$ cat src/design/assert_macros.svh
// Assertion macros shared by the scheduler RTL.
// Expects clk and rst_n in the scope where a macro is used.
`ifndef ASSERT_MACROS_SVH
`define ASSERT_MACROS_SVH

// Property must hold at every clock edge outside reset.
`define PTS_ASSERT(label, prop, msg) \
  label: assert property (@(posedge clk) disable iff (!rst_n) prop) \
    else $error(msg);

// Expression must never be true outside reset.
`define PTS_ASSERT_NEVER(label, expr, msg) \
  label: assert property (@(posedge clk) disable iff (!rst_n) !(expr)) \
    else $error(msg);

`endif

$ cat src/design/pts_pkg.sv
// Shared types and constants of the periodic priority task scheduler.
// No dependencies; used by pts_front, pts_engine and the top level.
`default_nettype none

package pts_pkg;

  localparam int CMD_W         = 2;
  localparam int ID_W          = 8;
  localparam int PER_W         = 16;
  localparam int PRI_W         = 16;
  localparam int TICK_W        = 16;
  localparam int MAX_TASKS_DEF = 8;
  localparam int MAX_RESULTS   = 8;
  localparam int QUEUE_DEPTH   = 4;
  localparam int IN_TDATA_W    = 48;
  localparam int OUT_TDATA_W   = 16;

  typedef enum logic [CMD_W-1:0] {
    CMD_CREATE = 2'd0,
    CMD_DELETE = 2'd1,
    CMD_TICK   = 2'd2,
    CMD_RUN    = 2'd3
  } cmd_t;

  typedef struct packed {
    cmd_t             cmd;
    logic [ID_W-1:0]  task_id;
    logic [PER_W-1:0] period;
    logic [PRI_W-1:0] priority_req;
  } cmd_item_t;

  typedef struct packed {
    logic            status;
    logic            dispatched;
    logic [ID_W-1:0] run_id;
    logic            last;
  } result_t;

endpackage

`default_nettype wire

$ cat src/design/periodic_priority_task_scheduler_top.sv
// Create, delete and tick pass through the front queue and then the result register; a run
// passes through the queue, the scan's pend register and the result register before its
// first dispatch, then gives one result per cycle while the output accepts. One non-run item
// per cycle likewise; a run scan of up to 8 dispatches holds the back end from new items.
// Reset: synchronous, active low; clears queue, control state and every tick counter.
// Top level: joins pts_front and pts_engine; depends on pts_pkg and assert_macros.svh.
`default_nettype none

module periodic_priority_task_scheduler_top #(
  parameter int MAX_TASKS = pts_pkg::MAX_TASKS_DEF
) (
  input  wire                             clk,
  input  wire                             rst_n,
  input  wire                             in_tvalid,
  output logic                            in_tready,
  // [1:0] command, [9:2] task_id, [25:10] period, [41:26] priority_req, rest zero
  input  wire  [pts_pkg::IN_TDATA_W-1:0]  in_tdata,
  output logic                            out_tvalid,
  input  wire                             out_tready,
  // [0] status, [8:1] run_id, rest zero
  output logic [pts_pkg::OUT_TDATA_W-1:0] out_tdata,
  // [0] dispatched
  output logic                            out_tuser,
  output logic                            out_tlast
);
  import pts_pkg::*;

  localparam int CNT_W = $clog2(MAX_TASKS + 1);

  logic             q_valid, q_pop;
  cmd_item_t        q_item;
  result_t          res;
  logic [CNT_W-1:0] task_count;

  pts_front u_front (
    .clk     (clk),
    .rst_n   (rst_n),
    .s_valid (in_tvalid),
    .s_ready (in_tready),
    .s_data  (in_tdata),
    .q_valid (q_valid),
    .q_item  (q_item),
    .q_pop   (q_pop)
  );

  pts_engine #(
    .MAX_TASKS (MAX_TASKS)
  ) u_engine (
    .clk        (clk),
    .rst_n      (rst_n),
    .q_valid    (q_valid),
    .q_item     (q_item),
    .q_pop      (q_pop),
    .res_valid  (out_tvalid),
    .res        (res),
    .res_ready  (out_tready),
    .task_count (task_count)
  );

  assign out_tdata = {(OUT_TDATA_W - ID_W - 1)'(0), res.run_id, res.status};
  assign out_tuser = res.dispatched;
  assign out_tlast = res.last;

`include "assert_macros.svh"

  `PTS_ASSERT(a_plain_result_form, out_tvalid && !out_tuser |-> out_tlast && out_tdata[8:1] == 8'd0, "non-dispatch result must be last with zero id")
  `PTS_ASSERT(a_dispatch_succeeds, out_tvalid && out_tuser |-> !out_tdata[0], "dispatch result flagged as failed")
  `PTS_ASSERT_NEVER(a_count_bound, task_count > CNT_W'(MAX_TASKS), "task count beyond table size")

endmodule

`default_nettype wire

$ cat src/design/pts_front.sv
// Front end: accepts command items, decodes them and holds them in a short queue.
// Depends on pts_pkg.
`default_nettype none

module pts_front (
  input  wire                            clk,
  input  wire                            rst_n,
  input  wire                            s_valid,
  output logic                           s_ready,
  input  wire  [pts_pkg::IN_TDATA_W-1:0] s_data,
  output logic                           q_valid,
  output pts_pkg::cmd_item_t             q_item,
  input  wire                            q_pop
);
  import pts_pkg::*;

  localparam int QD  = QUEUE_DEPTH;
  localparam int QAW = $clog2(QD);
  localparam int QLW = $clog2(QD + 1);

  cmd_item_t      mem_r [QD];
  logic [QAW-1:0] wr_ptr_r, wr_ptr_nxt;
  logic [QAW-1:0] rd_ptr_r, rd_ptr_nxt;
  logic [QLW-1:0] lvl_r, lvl_nxt;
  cmd_item_t      item_in;
  logic           push;

  // field unpack, command first in the low bits
  always_comb begin
    item_in.cmd          = cmd_t'(s_data[CMD_W-1:0]);
    item_in.task_id      = s_data[CMD_W +: ID_W];
    item_in.period       = s_data[CMD_W+ID_W +: PER_W];
    item_in.priority_req = s_data[CMD_W+ID_W+PER_W +: PRI_W];
  end

  assign s_ready = (lvl_r != QLW'(QD));
  assign push    = s_valid && s_ready;
  assign q_valid = (lvl_r != '0);
  assign q_item  = mem_r[rd_ptr_r];

  always_comb begin
    wr_ptr_nxt = wr_ptr_r;
    rd_ptr_nxt = rd_ptr_r;
    lvl_nxt    = lvl_r;
    if (push) begin
      wr_ptr_nxt = wr_ptr_r + QAW'(1);
    end
    if (q_pop) begin
      rd_ptr_nxt = rd_ptr_r + QAW'(1);
    end
    if (push && !q_pop) begin
      lvl_nxt = lvl_r + QLW'(1);
    end else if (!push && q_pop) begin
      lvl_nxt = lvl_r - QLW'(1);
    end
  end

  always_ff @(posedge clk) begin
    if (!rst_n) begin
      wr_ptr_r <= '0;
      rd_ptr_r <= '0;
      lvl_r    <= '0;
    end else begin
      wr_ptr_r <= wr_ptr_nxt;
      rd_ptr_r <= rd_ptr_nxt;
      lvl_r    <= lvl_nxt;
    end
  end

  always_ff @(posedge clk) begin
    if (push) begin
      mem_r[wr_ptr_r] <= item_in;
    end
  end

endmodule

`default_nettype wire

$ cat src/design/pts_engine.sv
// Back end: task table, command execution and dispatch scan with an output register.
// Depends on pts_pkg.
`default_nettype none

module pts_engine #(
  parameter int MAX_TASKS = pts_pkg::MAX_TASKS_DEF
) (
  input  wire                                clk,
  input  wire                                rst_n,
  input  wire                                q_valid,
  input  pts_pkg::cmd_item_t                 q_item,
  output logic                               q_pop,
  output logic                               res_valid,
  output pts_pkg::result_t                   res,
  input  wire                                res_ready,
  output logic [$clog2(MAX_TASKS+1)-1:0]     task_count
);
  import pts_pkg::*;

  localparam int CNT_W = $clog2(MAX_TASKS + 1);
  localparam int RC_W  = $clog2(MAX_RESULTS);

  typedef enum logic [1:0] {
    ST_IDLE = 2'b01,
    ST_RUN  = 2'b10
  } state_t;

  state_t               state_r, state_nxt;
  logic [CNT_W-1:0]     count_r, count_nxt;
  logic [MAX_TASKS-1:0] pend_r, pend_nxt;
  logic [RC_W-1:0]      rcnt_r, rcnt_nxt;
  logic                 res_valid_r, res_valid_nxt;
  result_t              res_r, res_nxt;

  logic [ID_W-1:0]   id_r   [MAX_TASKS];
  logic [PER_W-1:0]  per_r  [MAX_TASKS];
  logic [PRI_W-1:0]  pri_r  [MAX_TASKS];
  logic [TICK_W-1:0] ticks_r[MAX_TASKS];

  logic [MAX_TASKS-1:0] gt_mask, match, due, sel, rest;
  logic [ID_W-1:0]      sel_id;
  logic                 full, found, out_ok, run_last;
  logic                 do_create, do_delete, do_tick, do_emit;

  assign out_ok     = !res_valid_r || res_ready;
  assign full       = (count_r == CNT_W'(MAX_TASKS));
  assign found      = |match;
  // lowest pending due entry, in table order
  assign sel        = pend_r & (~pend_r + MAX_TASKS'(1));
  assign rest       = pend_r & ~sel;
  assign run_last   = (rest == '0) || (rcnt_r == RC_W'(MAX_RESULTS - 1));
  assign res_valid  = res_valid_r;
  assign res        = res_r;
  assign task_count = count_r;

  always_comb begin
    sel_id = '0;
    for (int i = 0; i < MAX_TASKS; i++) begin
      sel_id = sel_id | (id_r[i] & {ID_W{sel[i]}});
    end
  end

  always_comb begin
    state_nxt     = state_r;
    count_nxt     = count_r;
    pend_nxt      = pend_r;
    rcnt_nxt      = rcnt_r;
    res_valid_nxt = res_valid_r && !res_ready;
    res_nxt       = res_r;
    q_pop         = 1'b0;
    do_create     = 1'b0;
    do_delete     = 1'b0;
    do_tick       = 1'b0;
    do_emit       = 1'b0;
    unique case (state_r)
      ST_IDLE: begin
        if (q_valid && out_ok) begin
          q_pop              = 1'b1;
          res_nxt.status     = 1'b0;
          res_nxt.dispatched = 1'b0;
          res_nxt.run_id     = '0;
          res_nxt.last       = 1'b1;
          unique case (q_item.cmd)
            CMD_CREATE: begin
              do_create      = 1'b1;
              res_valid_nxt  = 1'b1;
              res_nxt.status = full;
              if (!full) begin
                count_nxt = count_r + CNT_W'(1);
              end
            end
            CMD_DELETE: begin
              do_delete      = 1'b1;
              res_valid_nxt  = 1'b1;
              res_nxt.status = !found;
              if (found) begin
                count_nxt = count_r - CNT_W'(1);
              end
            end
            CMD_TICK: begin
              do_tick       = 1'b1;
              res_valid_nxt = 1'b1;
            end
            CMD_RUN: begin
              if (due == '0) begin
                res_valid_nxt = 1'b1;
              end else begin
                pend_nxt  = due;
                rcnt_nxt  = '0;
                state_nxt = ST_RUN;
              end
            end
            default: ;
          endcase
        end
      end
      ST_RUN: begin
        if (out_ok) begin
          do_emit            = 1'b1;
          res_valid_nxt      = 1'b1;
          res_nxt.status     = 1'b0;
          res_nxt.dispatched = 1'b1;
          res_nxt.run_id     = sel_id;
          res_nxt.last       = run_last;
          pend_nxt           = rest;
          rcnt_nxt           = rcnt_r + RC_W'(1);
          if (run_last) begin
            state_nxt = ST_IDLE;
          end
        end
      end
      default: state_nxt = ST_IDLE;
    endcase
  end

  always_ff @(posedge clk) begin
    if (!rst_n) begin
      state_r     <= ST_IDLE;
      count_r     <= '0;
      res_valid_r <= 1'b0;
    end else begin
      state_r     <= state_nxt;
      count_r     <= count_nxt;
      res_valid_r <= res_valid_nxt;
    end
  end

  always_ff @(posedge clk) begin
    pend_r <= pend_nxt;
    rcnt_r <= rcnt_nxt;
    res_r  <= res_nxt;
  end

  // one slot of the table per iteration; each takes shifted entries only from its own neighbors
  for (genvar g = 0; g < MAX_TASKS; g++) begin : g_slot
    logic              live, prev_gt, ld_new, sh_up, sh_dn, clr_vac, inc, clr_run;
    logic [ID_W-1:0]   prev_id,  next_id;
    logic [PER_W-1:0]  prev_per, next_per;
    logic [PRI_W-1:0]  prev_pri, next_pri;
    logic [TICK_W-1:0] prev_tk,  next_tk;

    assign live       = (CNT_W'(g) < count_r);
    assign gt_mask[g] = live && (pri_r[g] > q_item.priority_req);
    assign match[g]   = live && (id_r[g] == q_item.task_id);
    assign due[g]     = live && (ticks_r[g] == per_r[g]);

    if (g == 0) begin : g_first
      assign prev_gt  = 1'b0;
      assign prev_id  = '0;
      assign prev_per = '0;
      assign prev_pri = '0;
      assign prev_tk  = '0;
    end else begin : g_prev
      assign prev_gt  = gt_mask[g-1];
      assign prev_id  = id_r[g-1];
      assign prev_per = per_r[g-1];
      assign prev_pri = pri_r[g-1];
      assign prev_tk  = ticks_r[g-1];
    end

    if (g == MAX_TASKS - 1) begin : g_lastslot
      assign next_id  = '0;
      assign next_per = '0;
      assign next_pri = '0;
      assign next_tk  = '0;
    end else begin : g_next
      assign next_id  = id_r[g+1];
      assign next_per = per_r[g+1];
      assign next_pri = pri_r[g+1];
      assign next_tk  = ticks_r[g+1];
    end

    // insert point: first slot whose priority is strictly greater, else the end
    assign ld_new  = do_create && !full && (CNT_W'(g) <= count_r) && !prev_gt &&
                     (gt_mask[g] || (CNT_W'(g) == count_r));
    assign sh_up   = do_create && !full && (CNT_W'(g) <= count_r) && prev_gt;
    // slots from the first match up to count-2 pull from above
    assign sh_dn   = do_delete && (|match[g:0]) && (CNT_W'(g + 1) < count_r);
    assign clr_vac = do_delete && found && (CNT_W'(g + 1) == count_r);
    assign inc     = do_tick && live && (ticks_r[g] != {TICK_W{1'b1}});
    assign clr_run = do_emit && sel[g];

    always_ff @(posedge clk) begin
      if (ld_new) begin
        id_r[g]  <= q_item.task_id;
        per_r[g] <= q_item.period;
        pri_r[g] <= q_item.priority_req;
      end else if (sh_up) begin
        id_r[g]  <= prev_id;
        per_r[g] <= prev_per;
        pri_r[g] <= prev_pri;
      end else if (sh_dn) begin
        id_r[g]  <= next_id;
        per_r[g] <= next_per;
        pri_r[g] <= next_pri;
      end
    end

    always_ff @(posedge clk) begin
      if (!rst_n) begin
        ticks_r[g] <= '0;
      end else if (ld_new || clr_vac || clr_run) begin
        ticks_r[g] <= '0;
      end else if (sh_up) begin
        ticks_r[g] <= prev_tk;
      end else if (sh_dn) begin
        ticks_r[g] <= next_tk;
      end else if (inc) begin
        ticks_r[g] <= ticks_r[g] + TICK_W'(1);
      end
    end
  end

endmodule

`default_nettype wire
$ cat config.mk
export PLATFORM = sky130hd
export DESIGN_NAME = periodic_priority_task_scheduler_top
export DESIGN_NICKNAME = d
export VERILOG_FILES = /design/src/design/pts_pkg.sv /design/src/design/periodic_priority_task_scheduler_top.sv /design/src/design/pts_front.sv /design/src/design/pts_engine.sv
export VERILOG_INCLUDE_DIRS = /design/src /design/src/design
export SDC_FILE = /design/constraint.sdc
export NUM_CORES = 2
export LEC_CHECK = 0
export BUFFER_PORTS_ARGS = -buffer_cell sky130_fd_sc_hd__buf_4
export CAP_MARGIN = 10
export CELL_PAD_IN_SITES_DETAIL_PLACEMENT = 1
export CELL_PAD_IN_SITES_GLOBAL_PLACEMENT = 1
export CORE_ASPECT_RATIO = 0.6
export CORE_UTILIZATION = 50
export CTS_BUF_LIST = sky130_fd_sc_hd__clkbuf_4 sky130_fd_sc_hd__clkbuf_8 sky130_fd_sc_hd__clkbuf_16
export DETAILED_ROUTE_END_ITERATION = 12
export GPL_TIMING_DRIVEN = 0
export PLACE_DENSITY_LB_ADDON = 0.1
export REMOVE_ABC_BUFFERS = 1
export SLEW_MARGIN = 10
export SYNTH_ARGS = -nofsm -noshare
export SYNTH_HDL_FRONTEND = slang
export SYNTH_SLANG_ARGS = --single-unit
export TNS_END_PERCENT = 5
$ cat constraint.sdc
create_clock -name clk -period 18 [get_ports clk]
set_input_delay 3.6 -clock clk [delete_from_list [all_inputs] [get_ports clk]]
set_output_delay 3.6 -clock clk [all_outputs]
set_load 0.05 [all_outputs]
==> flow_summary.json <==
{
  "status": "completed",
  "critical_path.endpoint_type": "flop",
  "critical_path.n_buffers_inverters": 3,
  "finalWorstPathRequiredPeriod_ns": 8.03,
  "max_freq_mhz": 125,
  "drc": 0,
  "htreeDepth": 3,
  "path_common_cell": "sky130_fd_sc_hd__nand3_1",
  "io_pins": 72,
  "final_net_count": 3532,
  "hold_buffers": 0,
  "grt_overflow_total": 0,
  "cts_root_buffer": "sky130_fd_sc_hd__clkbuf_16",
  "layout.cells.most_common": "sky130_fd_sc_hd__edfxtp_1",
  "tightest_slew_ns": 1.18,
  "numPortBuffers": 58,
  "cp_slowest_stage_delay_ns": 0.85,
  "synth_ff_type": "sky130_fd_sc_hd__edfxtp_1",
  "synth_area_sq_um": 37700,
  "grt_setup_unrepaired": "false",
  "crit_type": "in -> reg",
  "clkSlewWorstSetupHoldPaths_ns": 0.07,
  "timing.final.crit_share": 0.446,
  "holdCritPathClass": "reg -> reg",
  "yosysTopAreaCellShare": 0.508,
  "tritoncts_clock_tree": "yes",
  "power_density_nw_per_um2": 124,
  "worst_hold_startpoint": "u_front.rd_ptr_r[1]",
  "first_global_vias": 29610,
  "timing.final.hold_violations": 0,
  "vdd.ir_drop.worst_uv": 102,
  "cp_max_fo": 16,
  "die_width_microns": 356,
  "finish.instance_area_sq_um": 41900,
  "cts_buffer_depth": 3,
  "grt_max_degree": 88,
  "drt_pre_antenna_iters": 6,
  "drtIter0Drc": 4055,
  "fin_total_pwr_mw": 5.20,
  "clock-skew-final_ns": 0.0244,
  "setup.reg_to_reg.worst_slack_ns": 11.26,
  "crit_chain": "buf_4 > nand2b_1 > nand3_1 > or2_1 > nor3_2 > o21ai_0 > nor4_2 > buf_2 > inv_1 > nand3_1 > or3_1",
  "synthCells": 3355,
  "ant_nets": 0,
  "critPathArrivalTime_ns": 8.31,
  "rows": 77,
  "via_count": 29977,
  "startpoint_type": "input port",
  "netlist.top_cell.by_area": "sky130_fd_sc_hd__edfxtp_1",
  "timing.final.setup_violations": 0,
  "die_area_sq_um": 76500,
  "wire_length_of_the_first_global_routing_pass_mm": 202,
  "worst_r2r_path_depth": 12,
  "wl_per_cell_microns": 31.6,
  "clock_insertion_delay_worst_skew_ns": 0.67,
  "hold-path-cell-count": 2,
  "crit_required_ns": 18.29,
  "grt_util_all_layers": 0.359,
  "synthDistinctLibCells": 76,
  "number_of_buffers_created_by_cts": 68,
  "leading_post_synthesis_cells_by_cell_area": "sky130_fd_sc_hd__edfxtp_1 (51%), sky130_fd_sc_hd__mux2i_1 (5.1%), sky130_fd_sc_hd__ha_1 (4.9%)",
  "fin_setup_tns_ns": 0,
  "fp.dieH_microns": 215,
  "cts_num_sinks": 654,
  "cpLargestDelayFamily": "simple AND/OR/NAND/NOR gates",
  "synth-async-reset-ratio": 0,
  "cpMaxStageDelayCell": "sky130_fd_sc_hd__nor3_2",
  "timing.critical_path.from": "out_tready",
  "reg2reg_to": "u_engine.ticks_r[3][0]",
  "area.growth.synth_to_final_pct": 11.1,
  "grt_antenna_before_repair": 4,
  "cts_post_setup_buffers_inserted": 0,
  "slew-limit-headroom": 0.196,
  "routabilityCongestion": 0.979,
  "layout.core_utilization": 0.565,
  "cap_viol_max_count": 0,
  "layout-drive-gt1-share": 0.108,
  "finalWirelength_mm": 138,
  "start_util": 0.509,
  "cts_resized": 0,
  "synth-seq-cells": 654,
  "synth_enable_flop_cells": 638,
  "core_region_area_sq_um": 74100,
  "seq_area_frac_synth": 0.517,
  "yosys_warn_count": 0,
  "commonest_cells_after_routing_fill_and_taps_aside": "sky130_fd_sc_hd__edfxtp_1 (638), sky130_fd_sc_hd__nand2_1 (444), sky130_fd_sc_hd__o21ai_0 (269), sky130_fd_sc_hd__xnor2_1 (210), sky130_fd_sc_hd__mux2i_1 (193)",
  "placedInstanceArea_sq_um": 39700,
  "final-max-slew-violation-count": 0,
  "dp_hpwl_mm": 101,
  "viasPerCell": 6.86,
  "p_leak_nw": 14.3,
  "postSynthAreaPerCell_sq_um": 11.2
}
[Yosys cell counts, types with 4 or more instances]
cell,instances
sky130_fd_sc_hd__o21ai_1,12
sky130_fd_sc_hd__nand2b_1,7
sky130_fd_sc_hd__nor4_1,21
sky130_fd_sc_hd__nor3_1,45
sky130_fd_sc_hd__nand3_1,83
sky130_fd_sc_hd__a222oi_1,13
sky130_fd_sc_hd__buf_2,55
sky130_fd_sc_hd__clkbuf_1,137
sky130_fd_sc_hd__a221o_1,27
sky130_fd_sc_hd__ha_1,149
sky130_fd_sc_hd__o221ai_1,5
sky130_fd_sc_hd__o21a_1,13
sky130_fd_sc_hd__edfxtp_1,638
sky130_fd_sc_hd__a311oi_1,9
sky130_fd_sc_hd__a21oi_1,98
sky130_fd_sc_hd__nor2_1,126
sky130_fd_sc_hd__a211oi_1,21
sky130_fd_sc_hd__nor2b_1,35
sky130_fd_sc_hd__nand2_1,445
sky130_fd_sc_hd__a22oi_1,122
sky130_fd_sc_hd__or3_1,13
sky130_fd_sc_hd__a21o_1,30
sky130_fd_sc_hd__nor3_2,5
sky130_fd_sc_hd__nand4_1,67
sky130_fd_sc_hd__buf_1,20
sky130_fd_sc_hd__xnor2_1,210
sky130_fd_sc_hd__inv_1,69
sky130_fd_sc_hd__o22ai_1,30
sky130_fd_sc_hd__a21boi_0,4
sky130_fd_sc_hd__and2_1,16
sky130_fd_sc_hd__mux4_2,42
sky130_fd_sc_hd__o31ai_1,5
sky130_fd_sc_hd__dfxtp_1,16
sky130_fd_sc_hd__xor2_1,103
sky130_fd_sc_hd__mux2i_1,193
sky130_fd_sc_hd__a31oi_1,17
sky130_fd_sc_hd__buf_4,19
sky130_fd_sc_hd__mux2_2,25
sky130_fd_sc_hd__and3_1,44
sky130_fd_sc_hd__o21ai_0,271
sky130_fd_sc_hd__a221oi_1,31
sky130_fd_sc_hd__o211ai_1,9
sky130_fd_sc_hd__or2_2,4
[routing by layer]
layer,vias up,track usage,wire [microns]
met4,8,0.0770,2700
met5,-,0.0125,182
met2,1898,0.469,54100
met3,192,0.132,20500
li1,12522,-,-
met1,15357,0.554,60400
[worst max-delay path by stage]
stage	to	cells past startpoint
floorplan	u_engine.id_r[0][16]	8
finish	u_engine.ticks_r[1][5]	11
CTS	u_engine.ticks_r[1][5]	11
detailed placement	u_engine.ticks_r[1][2]	11
global placement	u_engine.pri_r[0][47]	9
global route	u_engine.ticks_r[1][5]	11
[cell type report]
class,instances,area (sq um)
Fill cell,7622,32200
Sequential cell,654,19500
Multi-Input combinational cell,2401,17100
Clock buffer,85,1830
Timing Repair Buffer,134,1590
Tap cell,987,1230
Clock inverter,35,330
Inverter,71,267
Antenna cell,1,2.50
[sequential cells by signal, summed over array words and instances (netlist names), named ones only]
| signal | flops |
|---|---|
| u_front.mem_r | 168 |
| u_engine.per_r | 128 |
| u_engine.pri_r | 128 |
| u_engine.ticks_r | 128 |
| u_engine.id_r | 64 |
| u_engine.res | 11 |
| u_engine.pend_r | 8 |
| u_engine.task_count | 4 |
| u_engine.rcnt_r | 3 |
| u_front.lvl_r | 3 |
| u_engine.state_r | 2 |
| u_front.rd_ptr_r | 2 |
| u_front.wr_ptr_r | 2 |
| u_engine.res_valid | 1 |
[tightest hold or removal path: stages, from the launching register on]
cell	delay [ns]
sky130_fd_sc_hd__dfxtp_1	0.33
sky130_fd_sc_hd__xor2_1	0.06
sky130_fd_sc_hd__nor2_1	0.11
[where the power goes]
part,switching (mW),internal (mW),leakage (nW)
clock network,0.656,0.775,1.07
logic,1.06,0.590,7.19
registers,0.185,1.94,6.08
[kinds of logic after synthesis]
group                      count (synthesis)  share of synthesized area
xor gates and xnor gates                 313                     0.0727
buffers and inverters                    306                     0.0348
AOI/OAI and AO/OA                        740                      0.126
muxes                                    260                     0.0838
DFF                                      654                      0.517
other                                      1                  0.0000995
adders and majority gates                152                     0.0505
and+or+nand+nor                          929                      0.115
[through the flow]
step	hold WS (ns)	worst slack, ns	cells
floorplan	0.470	4.12	3126
detailed placement	0.520	9.52	4245
finish	0.538	9.97	4368
global placement	0.480	-3.48	4171
global route	0.572	9.69	4367
CTS	0.544	10.18	4365
(Power assumes the default switching activity.)
